File: src/hw/rtl/rdtt_pkg.sv
// Package for the duplicate-request tracking table: constants, codes and types.
// Used by the channel interfaces and every module of the block.
package rdtt_pkg;

  localparam int DEF_NUM_CODES = 64;
  localparam int MAX_CODES     = 64;    // allowed-codes register is 64 bits wide
  localparam int IDS_PER_CODE  = 256;
  localparam int Q_DEPTH       = 2;

  localparam int OP_W     = 2;
  localparam int CODE_W   = 8;
  localparam int IDENT_W  = 8;
  localparam int PLEN_W   = 16;
  localparam int WORD_W   = 64;
  localparam int RLEN_W   = 13;
  localparam int STATUS_W = 3;
  localparam int COUNT_W  = 15;

  localparam logic [RLEN_W-1:0] MAX_REPLY = RLEN_W'(4096);

  localparam logic [OP_W-1:0] OP_INSERT = 2'd0;
  localparam logic [OP_W-1:0] OP_DELETE = 2'd1;
  localparam logic [OP_W-1:0] OP_REPLY  = 2'd2;

  localparam logic [STATUS_W-1:0] ST_OK   = 3'd0;
  localparam logic [STATUS_W-1:0] ST_NEW  = 3'd1;
  localparam logic [STATUS_W-1:0] ST_SAME = 3'd2;
  localparam logic [STATUS_W-1:0] ST_DIFF = 3'd3;
  localparam logic [STATUS_W-1:0] ST_ERR  = 3'd4;

  // Command kinds decided by the front end
  typedef enum logic [2:0] {
    K_INS,    // insert, valid code, nonzero stamp
    K_DEL,    // delete
    K_RPL,    // record reply
    K_LOOK,   // valid code but rejected op: error, entry's reply length shown
    K_BAD     // no table for this code: error, nothing shown
  } kind_t;

  typedef struct packed {
    kind_t               kind;
    logic [CODE_W-1:0]   code;
    logic [IDENT_W-1:0]  ident;
    logic [PLEN_W-1:0]   pkt_length;
    logic [WORD_W-1:0]   auth_hi;
    logic [WORD_W-1:0]   auth_lo;
    logic [WORD_W-1:0]   stamp;
    logic [RLEN_W-1:0]   reply_length;
  } cmd_t;

  // One table entry; ts == 0 marks it unused
  typedef struct packed {
    logic [WORD_W-1:0]  ts;
    logic [PLEN_W-1:0]  len;
    logic [WORD_W-1:0]  auth_hi;
    logic [WORD_W-1:0]  auth_lo;
    logic [RLEN_W-1:0]  held_rlen;
  } entry_t;

endpackage

File: src/hw/rtl/rdtt_queue.sv
// Short command FIFO between the front end and the table engine.
// Depends on rdtt_pkg.
module rdtt_queue import rdtt_pkg::*; (
  input  logic  clk,
  input  logic  rst_n,
  input  logic  push_valid,
  output logic  push_ready,
  input  cmd_t  push_cmd,
  output logic  pop_valid,
  input  logic  pop_ready,
  output cmd_t  pop_cmd
);

  localparam int PW = (Q_DEPTH > 1) ? $clog2(Q_DEPTH) : 1;
  localparam int CW = $clog2(Q_DEPTH + 1);

  cmd_t            slot_r [Q_DEPTH];
  logic [PW-1:0]   wp_r, rp_r;
  logic [CW-1:0]   cnt_r;
  logic            do_push, do_pop;

  assign push_ready = (cnt_r != CW'(Q_DEPTH));
  assign pop_valid  = (cnt_r != '0);
  assign pop_cmd    = slot_r[rp_r];
  assign do_push    = push_valid && push_ready;
  assign do_pop     = pop_valid && pop_ready;

  always_ff @(posedge clk) begin
    if (do_push) begin
      slot_r[wp_r] <= push_cmd;
    end
  end

  always_ff @(posedge clk) begin
    if (!rst_n) begin
      wp_r  <= '0;
      rp_r  <= '0;
      cnt_r <= '0;
    end else begin
      if (do_push) begin
        wp_r <= (wp_r == PW'(Q_DEPTH - 1)) ? '0 : wp_r + PW'(1);
      end
      if (do_pop) begin
        rp_r <= (rp_r == PW'(Q_DEPTH - 1)) ? '0 : rp_r + PW'(1);
      end
      if (do_push && !do_pop) begin
        cnt_r <= cnt_r + CW'(1);
      end else if (do_pop && !do_push) begin
        cnt_r <= cnt_r - CW'(1);
      end
    end
  end

endmodule

File: config.mk
export PLATFORM = sky130hd
export DESIGN_NAME = rdtt_queue
export DESIGN_NICKNAME = d
export VERILOG_FILES = /design/src/hw/rtl/rdtt_pkg.sv /design/src/hw/rtl/rdtt_queue.sv
export SDC_FILE = /design/constraint.sdc
export NUM_CORES = 1
export LEC_CHECK = 0
export BUFFER_PORTS_ARGS = -buffer_cell sky130_fd_sc_hd__buf_2
export CAP_MARGIN = 10
export CELL_PAD_IN_SITES_DETAIL_PLACEMENT = 2
export CELL_PAD_IN_SITES_GLOBAL_PLACEMENT = 2
export CORE_MARGIN = 10
export CORE_UTILIZATION = 23
export DETAILED_ROUTE_END_ITERATION = 6
export PLACE_DENSITY_LB_ADDON = 0.12
export SKIP_LAST_GASP = 1
export SYNTH_ARGS = -nofsm -noshare
export SYNTH_HDL_FRONTEND = slang
export SYNTH_SLANG_ARGS = --single-unit
File: constraint.sdc
create_clock -name clk -period 13.8 [get_ports clk]
set_input_delay 4.14 -clock clk [delete_from_list [all_inputs] [get_ports clk]]
set_output_delay 4.14 -clock clk [all_outputs]
set_load 0.01 [all_outputs]
==> impl_metrics.json, run 1 <==
{
  "min_path_type": "flop to flop",
  "synth_area_per_cell_um2": 24.1,
  "cts.clk_slew.worst_paths_ns": 0.06,
  "max_stage_delay_ns": 0.81,
  "root_buffer": "clkbuf_16",
  "power_leakage_nw": 8.95,
  "clkSinkCount": 485,
  "wl_per_cell_um": 22.0,
  "ios": 486,
  "antenna_found_initial": 18,
  "yosys.area.top_type": "edfxtp_1",
  "cp.arrival_ns": 3.73,
  "grt_pass1_wl_um": 74700,
  "dieArea_mm2": 0.0926,
  "overflow": 0,
  "core_area_mm2": 0.0803,
  "tightest_slew_ns": 1.18,
  "port_buffers": 485,
  "routed_wl_um": 52800,
  "synth.yosys.seq_area_share_pct": 78.1,
  "cts_buffer_depth": 3,
  "cp_cell_sequence": "buf_4 -> buf_12 -> mux2_2 -> buf_2",
  "post_cts_buffers": 0,
  "endpoint": "pop_cmd[239]",
  "rows": 104,
  "yosysTopAreaCellShare_pct": 77.6,
  "ctsHoldBuffers": 0,
  "drtAntennaViolNets": 0,
  "area_growth_pct": 27.5,
  "viasPerCell": 3.84,
  "synth_area_leaders": "edfxtp_1 78%, mux2_4 16%, mux2_2 2.4%",
  "reg2reg_to": "slot_r[0][163]$_DFFE_PP_",
  "use_met3_pct": 4.34,
  "die-height_um": 304,
  "pre_cts_ws_ns": 6.44,
  "crit_path_top_delay_cell": "dfxtp_4",
  "htreeDepth": 2,
  "ys_types": 22,
  "gr-usage-met1_pct": 11.4,
  "fmax_mhz": 127,
  "placed_cell_area_mm2": 0.0220,
  "synth_warnings": 0,
  "fin_crit_sh_pct": 57.1,
  "syn-cell-area_mm2": 0.0186,
  "cts_resized": 0,
  "fin_area_mm2": 0.0237,
  "fin_nets": 1539,
  "p_total_w": 0.00445,
  "period_minus_slack_ns": 7.87,
  "final.setup.tns_ns": 0,
  "use_met2_pct": 19.8,
  "synth-seq-cells": 485,
  "die_w_um": 304,
  "place_congestion": 0.682,
  "slew_violations": 0,
  "num_vias": 9197,
  "synth_cells": 771,
  "rsz0062_at_grt": "no",
  "grt_max_degree": 139,
  "worst_r2r_path_depth": 4,
  "crit_path_max_fanout": 119,
  "drive_gt1_share_pct": 60.7,
  "critPathKind": "flop to output pin",
  "drc": 0,
  "cts_tree": "done",
  "final_hold_viol_count": 0,
  "clock_skew_ns": 0.0133,
  "endpoint_kind": "output pin",
  "drtIter0Drc": 347,
  "post-dp-hpwl_um": 36900,
  "floorplan.initialDensity_pct": 23.1,
  "irDropWorstVdd_v": 0.000153,
  "drt_pass1_iterations": 4,
  "worst_slack_ns": 5.93,
  "cap_violations": 0,
  "reg2reg_from": "cnt_r[0]$_SDFFE_PN0P_",
  "relSlewSlack_pct": 21.5,
  "cts_buffers": 57,
  "insertion_delay_ns": 0.60,
  "synthesis.nets": 1016,
  "whs_ns": 0.558,
  "setup_viol": 0,
  "rrSetupSlack_ns": 11.03,
  "required_ns": 9.66,
  "powerDensity_mw_per_mm2": 188,
  "status": "completed",
  "start_kind": "flop",
  "grt_pass1_vias": 10400,
  "grt_util_all_layers_pct": 10.9,
  "hold_start": "cnt_r[1]$_SDFFE_PN0P_",
  "grt.busiest_layer": "met2"
}
## stage by stage
step	instances	utilization, %
floorplan	771	-
global placement	2295	27.4
detailed placement	2295	27.4
CTS	2397	29.5
global route	2398	29.5
finish	2398	29.5
## how the worst min path moves through the flow
stage                                        to  slack (ns)  depth (start not counted)
after floorplan           cnt_r[1]$_SDFFE_PN0P_        0.51                          2
final                     cnt_r[1]$_SDFFE_PN0P_        0.56                          2
after global routing      cnt_r[1]$_SDFFE_PN0P_        0.61                          2
after global placement    cnt_r[1]$_SDFFE_PN0P_        0.56                          2
after detailed placement  cnt_r[1]$_SDFFE_PN0P_        0.55                          2
after CTS                 cnt_r[1]$_SDFFE_PN0P_        0.57                          2
## where the power goes
part / switching [W] / internal, W
Sequential: 0.0000694 / 0.00184
Combinational: 0.000583 / 0.000546
Clock: 0.000588 / 0.000814
## worst max-delay path: cells and delay by family, from the launching register on
family / cells / cell delay, ns
mux: 1 / 0.45
buf+inv: 3 / 1.51
flops: 1 / 0.81
## flip-flops by register name (all words and copies together) (netlist names), named ones only
name / cells
rp_r: 1
wp_r: 1
slot_r: 480
cnt_r: 2
## layout make-up
| type | count | area [um^2] |
|---|---|---|
| fillers | 8247 | 56600 |
| multi-input cells | 258 | 3600 |
| clock buffers | 75 | 1540 |
| clock inverters | 27 | 191 |
| repair buffers | 491 | 2510 |
| diodes | 1 | 2.50 |
| flip-flops and latches | 485 | 14500 |
| well taps | 1060 | 1330 |
| inverters | 1 | 11.3 |
## cells in the mapped netlist (all sizes together)
cell type and number:
nand2b 1, edfxtp 480, inv 1, and2 4
buf 27, dfxtp 5, ha 1, or2 1
or3 1, xnor2 2, xor2 1, o21ai 2
and3 1, a21bo 1, nand3b 1, a21boi 2
mux2 240
## cell families (layout without fill, tap and decap cells)
family	count (synthesis)	in the layout	synth area share [%]
flip-flops	485	485	78.1
multiplexers	240	240	18.6
buffers and inverters	28	594	2.56
AND/OR/NAND/NOR	9	9	0.350
AO/OA/AOI/OAI	5	5	0.189
XOR/XNOR	3	3	0.141
adder cells (fa/ha/maj)	1	1	0.0673
other	0	1	0
## routing by layer
metal,up-vias,share of wire (%)
li1,4130,-
met1,4635,37
met2,292,52
met3,112,8.0
met4,28,2.3
met5,-,0.32
## placed cells by master, fill, tap and decap left out
| cell | count |
|---|---|
| clkinv_2 | 8 |
| a21boi_0 | 1 |
| nand3b_1 | 1 |
| buf_12 | 3 |
| clkinv_1 | 11 |
| xnor2_1 | 2 |
| edfxtp_1 | 480 |
| clkbuf_16 | 59 |
| nand2b_4 | 1 |
| and2_1 | 4 |
| clkinvlp_4 | 2 |
| inv_8 | 1 |
| or2_2 | 1 |
| or3_1 | 1 |
| mux2_2 | 40 |
| dfxtp_4 | 1 |
| dfxtp_1 | 4 |
| mux2_4 | 200 |
| a21boi_1 | 1 |
| bufinv_16 | 2 |
| xor2_1 | 1 |
| and3_4 | 1 |
| clkinv_4 | 3 |
| diode_2 | 1 |
| inv_6 | 1 |
| o21ai_1 | 1 |
| buf_4 | 3 |
| a21bo_2 | 1 |
| o21ai_0 | 1 |
| clkbuf_1 | 16 |
| ha_1 | 1 |
| buf_2 | 485 |
Power figures use the tool's default switching activity.
==> inputs of run 2 (changes only) <==
clock period = 7.7 ns   (was 13.8 ns; I/O delays follow)
==> impl_metrics.json, run 2 (synthesis results as in run 1) <==
{
  "cts.clk_slew.worst_paths_ns": 0.05,
  "antenna_found_initial": 22,
  "fin_crit_sh_pct": 64.9,
  "drtAntennaViolNets": 0,
  "critPathKind": "flop to output pin",
  "netSwitchingFraction_pct": 27.8,
  "drive_gt1_share_pct": 61.5,
  "post_cts_buffers": 0,
  "slew_violations": 0,
  "cts_buffer_depth": 3,
  "reg2reg_from": "cnt_r[0]$_SDFFE_PN0P_",
  "holdPathStages": 2,
  "rows": 104,
  "top_register": "slot_r",
  "status": "completed",
  "relSlewSlack_pct": 37.4,
  "ctsHoldBuffers": 0,
  "max_stage_delay_ns": 0.74,
  "drtIter0Drc": 311,
  "routed_wl_um": 52300,
  "grt_pass1_wl_um": 74600,
  "final_cell_mix": "485 x buf_2, 480 x edfxtp_1, 200 x mux2_4",
  "clkPwrFrac_pct": 32.0,
  "htreeDepth": 2,
  "root_buffer": "clkbuf_16",
  "final_hold_viol_count": 0,
  "irDropWorstVdd_v": 0.000239,
  "cp_cell_sequence": "buf_12 -> mux2_4 -> buf_2",
  "reg2reg_to": "slot_r[0][208]$_DFFE_PP_",
  "largest_register_ff_count": 480,
  "rsz0062_at_grt": "no",
  "fin_area_mm2": 0.0238,
  "grt_util_all_layers_pct": 10.8,
  "fmax_mhz": 200,
  "place_congestion": 0.678,
  "final_util_pct": 29.6,
  "drc": 0,
  "area_growth_pct": 27.9,
  "port_buffers": 485,
  "seqPwrFrac_pct": 42.4,
  "cap_violations": 0,
  "final.setup.tns_ns": 0,
  "p_int_w": 0.00581,
  "clkSinkCount": 485,
  "min_path_type": "flop to flop",
  "post-dp-hpwl_um": 36000,
  "period_minus_slack_ns": 5.00,
  "placed_cell_area_mm2": 0.0220,
  "grt_max_degree": 125,
  "viasPerCell": 3.88,
  "hold_end": "cnt_r[1]$_SDFFE_PN0P_",
  "tightest_slew_ns": 0.939,
  "critical_path_buf_inv_count": 2,
  "rrSetupSlack_ns": 5.16,
  "core_area_mm2": 0.0803,
  "stdcell_count": 2392,
  "layout_commonest_cell": "buf_2",
  "worst_r2r_path_depth": 4,
  "cts_tree": "done",
  "grt_pass1_vias": 10600,
  "overflow": 0,
  "die_w_um": 304,
  "fin_nets": 1542,
  "comb_power_share_pct": 25.5,
  "switching_power_w": 0.00223,
  "insertion_delay_ns": 0.59,
  "path_delay_family": "flip-flops",
  "start_kind": "flop",
  "crit_path_max_fanout": 96,
  "placedCellCount": 2296,
  "powerDensity_mw_per_mm2": 338,
  "whs_ns": 0.575,
  "cts_resized": 0,
  "wl_per_cell_um": 21.9,
  "endpoint_kind": "output pin",
  "die-height_um": 304,
  "drt_pass1_iterations": 4,
  "cp.arrival_ns": 2.69,
  "hold_start": "cnt_r[1]$_SDFFE_PN0P_",
  "power_leakage_nw": 8.98,
  "cts_buffers": 59,
  "setup_viol": 0,
  "reg_top3": "slot_r: 480 flops, cnt_r: 2 flops",
  "crit_path_top_delay_cell": "dfxtp_4",
  "clock_skew_ns": 0.0108,
  "floorplan.initialDensity_pct": 23.1,
  "dieArea_mm2": 0.0926,
  "ios": 486,
  "required_ns": 5.39,
  "num_vias": 9290
}
[run 2: cell types whose count changed in the layout (fill, tap and decap cells not counted)]
cell / delta
clkinv_1: -9
clkbuf_1: -5
clkinv_4: -2
buf_4: -1
buf_12: +2
bufinv_16: +1
diode_2: +3
clkbuf_16: +2
clkinv_2: +3
[run 2: per-stage QoR]
| step | worst slack (ns) | power, W |
|---|---|---|
| after global placement | 3.24 | 0.00560 |
| after CTS | 2.62 | 0.00827 |
| after floorplan | 0.0695 | 0.00493 |
| after detailed placement | 3.27 | 0.00561 |
| after global routing | 2.53 | 0.00845 |
| final | 2.70 | 0.00804 |
[run 2: power by group through the flow]
stage	logic [W]	clock network, W	registers, W
after floorplan	0.00145	0	0.00348
after global placement	0.00215	0	0.00345
after detailed placement	0.00214	0	0.00347
after CTS	0.00215	0.00270	0.00342
after global routing	0.00222	0.00279	0.00345
final	0.00205	0.00258	0.00341
[run 2: worst max path at each step]
stage / startpoint / endpoint / slack [ns] / cells after the start
after floorplan: push_valid / slot_r[0][0]$_DFFE_PP_ / 0.07 / 2
after global placement: push_valid / slot_r[0][154]$_DFFE_PP_ / 3.24 / 4
after detailed placement: push_valid / slot_r[0][160]$_DFFE_PP_ / 3.27 / 4
after CTS: flop / pop_cmd[91] / 2.62 / 3
after global routing: flop / pop_cmd[89] / 2.53 / 3
final: flop / pop_cmd[199] / 2.70 / 3
[run 2: routing by layer]
| layer | GRT usage (%) | routed length [um] | up-vias |
|---|---|---|---|
| met5 | 0 | 183 | - |
| met4 | 3.22 | 1430 | 28 |
| met3 | 5.01 | 4620 | 118 |
| met2 | 19.7 | 27600 | 309 |
| met1 | 10.9 | 18500 | 4697 |
| li1 | - | - | 4138 |
[run 2: cell type report]
class / count / area [um^2]
multi-input cells: 258 / 3600
repair buffers: 492 / 2540
well taps: 1060 / 1330
clock inverters: 20 / 185
inverters: 1 / 11.3
flip-flops and latches: 485 / 14500
clock buffers: 72 / 1570
fillers: 8243 / 56500
diodes: 4 / 10.0
[run 2: tightest hold or removal path: stages (launching register included)]
cell and delay, ns:
dfxtp_1 0.36, o21ai_0 0.10, a21boi_1 0.06
