===== src/hw/rtl/rdtt_pkg.sv =====
// Package for the duplicate-request tracking table: constants, codes and types.
// Used by the channel interfaces and every module of the block.
package rdtt_pkg;

  localparam int DEF_NUM_CODES = 64;
  localparam int MAX_CODES     = 64;    // allowed-codes register is 64 bits wide
  localparam int IDS_PER_CODE  = 256;
  localparam int Q_DEPTH       = 2;

  localparam int OP_W     = 2;
  localparam int CODE_W   = 8;
  localparam int IDENT_W  = 8;
  localparam int PLEN_W   = 16;
  localparam int WORD_W   = 64;
  localparam int RLEN_W   = 13;
  localparam int STATUS_W = 3;
  localparam int COUNT_W  = 15;

  localparam logic [RLEN_W-1:0] MAX_REPLY = RLEN_W'(4096);

  localparam logic [OP_W-1:0] OP_INSERT = 2'd0;
  localparam logic [OP_W-1:0] OP_DELETE = 2'd1;
  localparam logic [OP_W-1:0] OP_REPLY  = 2'd2;

  localparam logic [STATUS_W-1:0] ST_OK   = 3'd0;
  localparam logic [STATUS_W-1:0] ST_NEW  = 3'd1;
  localparam logic [STATUS_W-1:0] ST_SAME = 3'd2;
  localparam logic [STATUS_W-1:0] ST_DIFF = 3'd3;
  localparam logic [STATUS_W-1:0] ST_ERR  = 3'd4;

  // Command kinds decided by the front end
  typedef enum logic [2:0] {
    K_INS,    // insert, valid code, nonzero stamp
    K_DEL,    // delete
    K_RPL,    // record reply
    K_LOOK,   // valid code but rejected op: error, entry's reply length shown
    K_BAD     // no table for this code: error, nothing shown
  } kind_t;

  typedef struct packed {
    kind_t               kind;
    logic [CODE_W-1:0]   code;
    logic [IDENT_W-1:0]  ident;
    logic [PLEN_W-1:0]   pkt_length;
    logic [WORD_W-1:0]   auth_hi;
    logic [WORD_W-1:0]   auth_lo;
    logic [WORD_W-1:0]   stamp;
    logic [RLEN_W-1:0]   reply_length;
  } cmd_t;

  // One table entry; ts == 0 marks it unused
  typedef struct packed {
    logic [WORD_W-1:0]  ts;
    logic [PLEN_W-1:0]  len;
    logic [WORD_W-1:0]  auth_hi;
    logic [WORD_W-1:0]  auth_lo;
    logic [RLEN_W-1:0]  held_rlen;
  } entry_t;

endpackage


===== src/hw/rtl/rdtt_in_if.sv =====
// Request channel interface: valid/ready handshake plus the request header fields.
// Depends on rdtt_pkg.
interface rdtt_in_if import rdtt_pkg::*; ();
  logic                valid;
  logic                ready;
  logic [OP_W-1:0]     op;
  logic [CODE_W-1:0]   code;
  logic [IDENT_W-1:0]  ident;
  logic [PLEN_W-1:0]   pkt_length;
  logic [WORD_W-1:0]   auth_hi;
  logic [WORD_W-1:0]   auth_lo;
  logic [WORD_W-1:0]   stamp;
  logic [RLEN_W-1:0]   reply_length;

  modport source (output valid, op, code, ident, pkt_length, auth_hi, auth_lo, stamp,
                  reply_length, input ready);
  modport sink (input valid, op, code, ident, pkt_length, auth_hi, auth_lo, stamp,
                reply_length, output ready);
endinterface


===== src/hw/rtl/rdtt_front.sv =====
// Front end: holds the allowed-codes register, accepts request beats and
// classifies them into commands for the queue. Depends on rdtt_pkg, rdtt_in_if.
module rdtt_front import rdtt_pkg::*; #(
  parameter int NUM_CODES = DEF_NUM_CODES
) (
  input  logic               clk,
  input  logic               rst_n,
  input  logic               cfg_we,
  input  logic [WORD_W-1:0]  cfg_wdata,
  rdtt_in_if.sink            in_ch,
  input  logic               clr_busy,
  output logic               push_valid,
  input  logic               push_ready,
  output cmd_t               push_cmd
);

  localparam logic [CODE_W:0] NUM_CODES_W = (CODE_W+1)'(NUM_CODES);

  logic [WORD_W-1:0] allowed_r;
  logic              code_ok;
  kind_t             kind;

  always_ff @(posedge clk) begin
    if (!rst_n) begin
      allowed_r <= '0;
    end else if (cfg_we) begin
      allowed_r <= cfg_wdata;
    end
  end

  // code 0, codes past the table count or past the register, and disallowed codes
  assign code_ok = (in_ch.code != '0) && ({1'b0, in_ch.code} < NUM_CODES_W) &&
                   (in_ch.code[CODE_W-1:6] == '0) && allowed_r[in_ch.code[5:0]];

  always_comb begin
    unique case (in_ch.op)
      OP_INSERT: kind = (in_ch.stamp != '0) ? K_INS : K_LOOK;
      OP_DELETE: kind = K_DEL;
      OP_REPLY:  kind = K_RPL;
      default:   kind = K_LOOK;
    endcase
    if (!code_ok) begin
      kind = K_BAD;
    end
  end

  assign in_ch.ready = push_ready && !clr_busy;
  assign push_valid  = in_ch.valid && !clr_busy;

  always_comb begin
    push_cmd.kind         = kind;
    push_cmd.code         = in_ch.code;
    push_cmd.ident        = in_ch.ident;
    push_cmd.pkt_length   = in_ch.pkt_length;
    push_cmd.auth_hi      = in_ch.auth_hi;
    push_cmd.auth_lo      = in_ch.auth_lo;
    push_cmd.stamp        = in_ch.stamp;
    push_cmd.reply_length = in_ch.reply_length;
  end

endmodule


===== src/flat_wrapper.sv =====
// flat-port wrapper written by rule: the top's interface ports become plain ports
module rdtt_front_flat import rdtt_pkg::*;
#(
  parameter int NUM_CODES = DEF_NUM_CODES
)
  (clk, rst_n, cfg_we, cfg_wdata, clr_busy, push_valid, push_ready, push_cmd, in_ch_valid, in_ch_op, in_ch_code, in_ch_ident, in_ch_pkt_length, in_ch_auth_hi, in_ch_auth_lo, in_ch_stamp, in_ch_reply_length, in_ch_ready);
  rdtt_in_if in_ch_i ();
  input  logic clk;
  input  logic rst_n;
  input  logic cfg_we;
  input  logic [WORD_W-1:0] cfg_wdata;
  input  logic clr_busy;
  output logic push_valid;
  input  logic push_ready;
  output cmd_t push_cmd;
  input wire logic [$bits(in_ch_i.valid)-1:0] in_ch_valid;
  input wire logic [$bits(in_ch_i.op)-1:0] in_ch_op;
  input wire logic [$bits(in_ch_i.code)-1:0] in_ch_code;
  input wire logic [$bits(in_ch_i.ident)-1:0] in_ch_ident;
  input wire logic [$bits(in_ch_i.pkt_length)-1:0] in_ch_pkt_length;
  input wire logic [$bits(in_ch_i.auth_hi)-1:0] in_ch_auth_hi;
  input wire logic [$bits(in_ch_i.auth_lo)-1:0] in_ch_auth_lo;
  input wire logic [$bits(in_ch_i.stamp)-1:0] in_ch_stamp;
  input wire logic [$bits(in_ch_i.reply_length)-1:0] in_ch_reply_length;
  output wire logic [$bits(in_ch_i.ready)-1:0] in_ch_ready;
  assign in_ch_i.valid = in_ch_valid;
  assign in_ch_i.op = in_ch_op;
  assign in_ch_i.code = in_ch_code;
  assign in_ch_i.ident = in_ch_ident;
  assign in_ch_i.pkt_length = in_ch_pkt_length;
  assign in_ch_i.auth_hi = in_ch_auth_hi;
  assign in_ch_i.auth_lo = in_ch_auth_lo;
  assign in_ch_i.stamp = in_ch_stamp;
  assign in_ch_i.reply_length = in_ch_reply_length;
  assign in_ch_ready = in_ch_i.ready;
  rdtt_front #(.NUM_CODES(NUM_CODES)) u_core (.clk(clk), .rst_n(rst_n), .cfg_we(cfg_we), .cfg_wdata(cfg_wdata), .in_ch(in_ch_i), .clr_busy(clr_busy), .push_valid(push_valid), .push_ready(push_ready), .push_cmd(push_cmd));
endmodule

===== config.mk =====
export PLATFORM = sky130hd
export DESIGN_NAME = rdtt_front_flat
export DESIGN_NICKNAME = d
export VERILOG_FILES = /design/src/hw/rtl/rdtt_pkg.sv /design/src/hw/rtl/rdtt_in_if.sv /design/src/hw/rtl/rdtt_front.sv /design/src/flat_wrapper.sv
export SDC_FILE = /design/constraint.sdc
export NUM_CORES = 1
export LEC_CHECK = 0
export ABC_AREA = 0
export BUFFER_PORTS_ARGS = -buffer_cell sky130_fd_sc_hd__buf_2
export CAP_MARGIN = 40
export CELL_PAD_IN_SITES_DETAIL_PLACEMENT = 2
export CELL_PAD_IN_SITES_GLOBAL_PLACEMENT = 2
export CORE_AREA = 2 2 215 217
export DETAILED_ROUTE_END_ITERATION = 10
export DIE_AREA = 0 0 217 219
export GPL_ROUTABILITY_DRIVEN = 0
export PLACE_DENSITY = 0.57
export SKIP_CTS_REPAIR_TIMING = 1
export SYNTH_ARGS = -nofsm -noshare
export SYNTH_HDL_FRONTEND = slang
export SYNTH_SLANG_ARGS = --single-unit

===== constraint.sdc =====
create_clock -name clk -period 2.4 [get_ports clk]
set_clock_uncertainty 0.1 [all_clocks]
set_input_delay 0.36 -clock clk [delete_from_list [all_inputs] [get_ports clk]]
set_output_delay 0.36 -clock clk [all_outputs]
set_load 0.01 [all_outputs]

==> results.json, run 1 <==
{
  "critical_path.max_fanout": 3,
  "ys_seq_elements": 64,
  "syn-cell-area_um2": 5040,
  "worst_slew_margin_rel_pct": 57.6,
  "top_register": "u_core.allowed_r",
  "status": "complete, but fails checks",
  "routed_wirelength_mm": 34.2,
  "cp_slowest_stage_delay_ns": 0.35,
  "die_h_um": 219,
  "cts_tree": "done",
  "synth_warnings": 0,
  "hpwl_mm": 30.4,
  "crit_path_top_delay_cell": "nor4_2",
  "postRouteAntennaNets": 0,
  "fin_setup_tns_ns": -0.638,
  "max_freq_mhz": 380,
  "p_per_area_nw_per_um2": 610,
  "grt_usage_pct": 13.7,
  "worstPathRequired_ns": 1.94,
  "drive_gt1_share_pct": 54.8,
  "grt_max_degree": 34,
  "setup_violations": 3,
  "power.share.switching_pct": 25.4,
  "cts_buffer_depth": 2,
  "endpoint_kind": "output pin",
  "max_cap_violations": 0,
  "ios": 551,
  "worstPathCellList": "buf_2 -> nor4_2 -> nand4_1 -> nor4_2 -> buf_4 -> a21oi_1 -> nor4_1 -> buf_2",
  "vias": 3900,
  "worst_pin_slew_ns": 0.620,
  "critPathLaunchType": "input pin",
  "rsz0062_at_grt": "yes",
  "cts_root_buf": "clkbuf_16",
  "grt_first_pass_wirelength_mm": 42.6,
  "synth_nets": 853,
  "drt-initial-drc-count": 92,
  "ir_drop_uv": 313,
  "die_w_um": 217,
  "synthToLayoutAreaGrowth_pct": 17.0,
  "synthCells": 544,
  "largest_registers": "u_core.allowed_r x64",
  "pwr-share-comb_pct": 20.0,
  "finalNonFillerCells": 1174,
  "leakage_nw": 2.60,
  "setup_ws_ns": -0.229,
  "internal-power_mw": 2.68,
  "fp.coreArea_um2": 45100,
  "utilization_pct": 13.1,
  "critPathKind": "input pin to output pin",
  "final-hold-violation-count": 0,
  "power_frac_clock_pct": 47.4,
  "nFillCells": 5317,
  "ys_seq_area_share_pct": 25.4,
  "antenna_found_initial": 19,
  "clock_latency_ns": 0.33,
  "drcViolationCount": 0,
  "largest_reg_flops": 64,
  "wl_per_cell_um": 29.2,
  "cts_buffers": 9,
  "rrSetupSlack_ns": 1.62,
  "path_delay_family": "simple AND/OR/NAND/NOR gates",
  "avgSynthCellArea_um2": 9.26,
  "fin_crit_sh_pct": 110,
  "initial_core_util_pct": 11.2,
  "dieArea_um2": 47500,
  "crit_arrival_ns": 2.17,
  "grt_pass1_vias": 4304,
  "htree_levels": 3,
  "dr.pass1.iters": 4,
  "final_nets": 873,
  "period_needed_ns": 2.63,
  "clk_pin_slew_ns": 0.05,
  "vias_per_cell": 3.32,
  "rows": 78,
  "overflow": 0,
  "p_sw_uw": 916,
  "violations": "setup timing",
  "min_path_type": "input pin to register",
  "layout_common_cells": "217 x buf_2, 76 x mux2i_1, 71 x nor2b_1, 60 x dfxtp_1, 44 x buf_4",
  "cp_num_buf_inv": 3,
  "slew_viol_final": 0,
  "port_buffers": 220,
  "yosys.cell_types.count": 37,
  "dp.cells": 1153,
  "final_common_cell": "buf_2",
  "seq_power_share_pct": 32.6,
  "clkSinkCount": 64
}
layout make-up:
type                            count  area (um2)  area share, %
Multi-Input combinational cell    217        1930           32.8
Timing Repair Buffer              267        1510           25.6
Clock buffer                       10         229           3.89
Tap cell                          600         751           12.7
Inverter                            5        18.8          0.318
Antenna cell                        5        12.5          0.212
Clock inverter                      6         155           2.63
Sequential cell                    64        1290           21.8
tightest hold or removal path: stages:
cell and delay, ns:
buf_2 0.07, mux2i_1 0.05, nor2b_1 0.09
power groups by stage:
stage	clock network (mW)	logic, mW	registers [mW]
finish	1.70	0.721	1.17
global route	1.80	0.779	1.18
CTS	1.75	0.718	1.17
detailed placement	0	0.713	1.19
global placement	0	0.704	1.20
floorplan	0	0.652	1.17
final timing paths:
kind,from,endpoint,depth (start not counted)
worst min-delay path,cfg_wdata[30],u_core.allowed_r[30],3
worst max register to register,u_core.allowed_r[8],u_core.allowed_r[8],2
worst max-delay path,in_ch_stamp[18],push_cmd[238],8
worst min register to register,u_core.allowed_r[48],u_core.allowed_r[48],2
Yosys cell counts:
library cell	n	share of area [%]
a2111oi_0	1	0.17
a2111oi_2	1	0.30
a211o_1	1	0.17
a211oi_1	3	0.45
a21oi_1	3	0.30
a2bb2oi_1	1	0.17
a311o_1	1	0.20
buf_1	3	0.22
buf_12	1	0.40
buf_2	7	0.70
buf_4	238	35
buf_6	2	0.45
clkbuf_1	7	0.52
dfxtp_1	64	25
inv_1	5	0.37
mux2_1	1	0.22
mux2_2	4	0.89
mux2i_1	76	15
mux4_1	3	1.6
mux4_2	5	2.2
nand2_1	2	0.15
nand2b_2	1	0.17
nand3_1	1	0.099
nand4_1	4	0.50
nor2_1	6	0.45
nor2b_1	71	8.8
nor3_1	2	0.20
nor4_1	19	2.4
nor4_2	1	0.25
o2111ai_1	1	0.17
o2111ai_2	1	0.30
o21ai_0	3	0.30
o221ai_1	1	0.17
o221ai_2	1	0.30
o311ai_1	1	0.17
or2b_1	1	0.15
or3_1	1	0.12
through the flow:
stage / hold WS [ns] / area [um2] / worst slack, ns / power (mW)
2_1_floorplan: 0.374 / 5040 / 0.0393 / 1.82
3_3_place_gp: 0.393 / 5380 / -0.334 / 1.90
3_5_place_dp: 0.404 / 5380 / -0.397 / 1.91
4_1_cts: 0.178 / 5770 / -0.424 / 3.64
5_1_grt: 0.194 / 5890 / -0.321 / 3.76
6_report: 0.189 / 5890 / -0.229 / 3.60
kinds of logic (layout without fill, tap and decap cells):
| logic type | count (synthesis) | count (layout) | share of synthesized area (%) |
|---|---|---|---|
| other cells | 0 | 5 | 0 |
| flops | 64 | 64 | 25.4 |
| mux | 89 | 89 | 20.0 |
| compound gates | 19 | 19 | 3.18 |
| simple gates | 109 | 109 | 13.3 |
| buf+inv | 263 | 288 | 38.1 |
routing by layer:
| layer | track usage, % | routed length [um] | share of wire (%) | vias up |
|---|---|---|---|---|
| met3 | 8.73 | 5110 | 15 | 87 |
| met1 | 13.5 | 11400 | 33 | 1809 |
| met5 | 0 | 36 | 0.11 | - |
| li1 | - | - | - | 1633 |
| met4 | 5.87 | 1480 | 4.3 | 6 |
| met2 | 22.6 | 16200 | 47 | 365 |
(Power assumes the default switching activity.)
==> run 2: changes to the inputs <==
--- a/config.mk
+++ b/config.mk
@@ -6,15 +6,15 @@
 export NUM_CORES = 1
 export LEC_CHECK = 0
 export ABC_AREA = 0
-export BUFFER_PORTS_ARGS = -buffer_cell sky130_fd_sc_hd__buf_2
 export CAP_MARGIN = 40
 export CELL_PAD_IN_SITES_DETAIL_PLACEMENT = 2
 export CELL_PAD_IN_SITES_GLOBAL_PLACEMENT = 2
-export CORE_AREA = 2 2 215 217
+export CORE_AREA = 2 2 214 216
 export DETAILED_ROUTE_END_ITERATION = 10
-export DIE_AREA = 0 0 217 219
+export DIE_AREA = 0 0 216 218
+export DONT_BUFFER_PORTS = 1
 export GPL_ROUTABILITY_DRIVEN = 0
-export PLACE_DENSITY = 0.57
+export PLACE_DENSITY = 0.36
 export SKIP_CTS_REPAIR_TIMING = 1
 export SYNTH_ARGS = -nofsm -noshare
 export SYNTH_HDL_FRONTEND = slang
==> results.json, run 2 (synthesis gave the netlist of run 1 again) <==
{
  "max_cap_violations": 0,
  "seq_power_share_pct": 41.8,
  "port_buffers": 0,
  "grtUsageMet3_pct": 11.5,
  "clkSinkCount": 64,
  "postRouteAntennaNets": 0,
  "vias_per_cell": 3.29,
  "final_nets": 620,
  "routed_wirelength_mm": 32.7,
  "crit_arrival_ns": 2.25,
  "htree_levels": 3,
  "p_sw_uw": 669,
  "whs_ns": 0.0448,
  "fin_crit_sh_pct": 113,
  "path_delay_family": "simple AND/OR/NAND/NOR gates",
  "antenna_found_initial": 12,
  "path_common_cell": "buf_4",
  "drcViolationCount": 0,
  "largest_registers": "u_core.allowed_r x64",
  "ios": 551,
  "cts_root_buf": "clkbuf_16",
  "max_freq_mhz": 369,
  "drive_gt1_share_pct": 15.8,
  "period_needed_ns": 2.71,
  "nFillCells": 5278,
  "rsz0062_at_grt": "yes",
  "p_per_area_nw_per_um2": 640,
  "grt_max_degree": 65,
  "fin_setup_tns_ns": -0.832,
  "cp_num_buf_inv": 4,
  "pwr-share-comb_pct": 9.0,
  "power_frac_clock_pct": 49.2,
  "internal-power_mw": 2.12,
  "top_usage_layer": "met2",
  "fin_area_um2": 4360,
  "dpl_cell_area_um2": 3980,
  "critPathLaunchType": "register",
  "layout_common_cells": "76 x mux2i_1, 70 x nor2b_1, 63 x dfxtp_1, 17 x nor4_1, 14 x buf_4",
  "critPathKind": "register to output pin",
  "top_register": "u_core.allowed_r",
  "power.share.switching_pct": 24.0,
  "leakage_nw": 1.50,
  "die_w_um": 216,
  "worst_pin_slew_ns": 0.425,
  "setup_violations": 3,
  "vias": 3031,
  "cts_buffer_depth": 2,
  "largest_reg_flops": 64,
  "hpwl_mm": 28.6,
  "grt_pass1_vias": 3323,
  "worst_slew_margin_rel_pct": 71.4,
  "slew_viol_final": 0,
  "drt-initial-drc-count": 130,
  "crit_path_top_delay_cell": "dfxtp_1",
  "worstPathRequired_ns": 1.94,
  "grt_first_pass_wirelength_mm": 39.7,
  "synthToLayoutAreaGrowth_pct": -13.6,
  "status": "complete, but fails checks",
  "grt_use_met2_pct": 20.8,
  "worstPathCellList": "nor2b_2 -> a211oi_1 -> buf_4 -> nor4_4 -> buf_4 -> a2111oi_4 -> buf_4 -> nor4_2 -> buf_4",
  "die_h_um": 218,
  "wl_per_cell_um": 35.5,
  "cts_buffers": 9,
  "final-hold-violation-count": 0,
  "finalPower_mw": 2.79,
  "fp.coreArea_um2": 44900,
  "place_ws_ns": -0.277,
  "grt_usage_pct": 13.3,
  "ir_drop_uv": 302,
  "met1_usage_pct": 11.9,
  "clock_latency_ns": 0.34,
  "cp_slowest_stage_delay_ns": 0.35,
  "violations": "setup timing",
  "setup_ws_ns": -0.312,
  "min_path_type": "input pin to register",
  "final_common_cell": "mux2i_1",
  "clk_pin_slew_ns": 0.06,
  "dr.pass1.iters": 4,
  "initial_core_util_pct": 11.2,
  "endpoint_kind": "output pin",
  "overflow": 0,
  "critical_path.max_fanout": 3,
  "rows": 78,
  "cts_tree": "done",
  "dieArea_um2": 47100
}
## run 2: cell types whose count changed in the layout (fill, tap and decap cells not counted), sizes merged
cell / before / now
clkbuf: 11 / 10
inv: 5 / 6
bufinv: 5 / 1
diode: 5 / 6
clkinvlp: 0 / 2
clkinv: 1 / 2
buf: 266 / 14
## run 2: final timing paths
check,from,endpoint,slack (ns),depth (start not counted)
max,u_core.allowed_r[53],push_cmd[237],-0.31,9
min,rst_n,u_core.allowed_r[42],0.04,1
max reg2reg,u_core.allowed_r[48],u_core.allowed_r[48],1.53,3
min reg2reg,u_core.allowed_r[28],u_core.allowed_r[28],0.42,2
## run 2: power by group through the flow
| stage | combinational, mW | sequential, mW | clock [mW] |
|---|---|---|---|
| 3_3_place_gp | 0.236 | 1.18 | 0 |
| 5_1_grt | 0.279 | 1.17 | 1.48 |
| 6_report | 0.252 | 1.16 | 1.37 |
| 4_1_cts | 0.246 | 1.16 | 1.45 |
| 2_1_floorplan | 0.652 | 1.17 | 0 |
| 3_5_place_dp | 0.245 | 1.19 | 0 |
## run 2: stage by stage
step | std cells | utilization, %
6_report | 922 | 9.70
5_1_grt | 921 | 9.70
4_1_cts | 914 | 9.54
3_5_place_dp | 898 | 8.86
3_3_place_gp | 898 | 8.86
2_1_floorplan | 544 | -
## run 2: layout make-up
cell class	count	area (um2)	area share, %
Tap cell	600	751	17.2
Sequential cell	64	1280	29.4
Antenna cell	6	15.0	0.345
Inverter	5	18.8	0.431
Clock inverter	6	67.6	1.55
Multi-Input combinational cell	217	1880	43.1
Clock buffer	10	239	5.49
Timing Repair Buffer	14	105	2.41
## run 2: routing by layer
layer,vias up,wire (um)
li1,1130,-
met1,1418,10400
met2,405,14800
met3,76,5850
met4,2,1560
met5,-,99
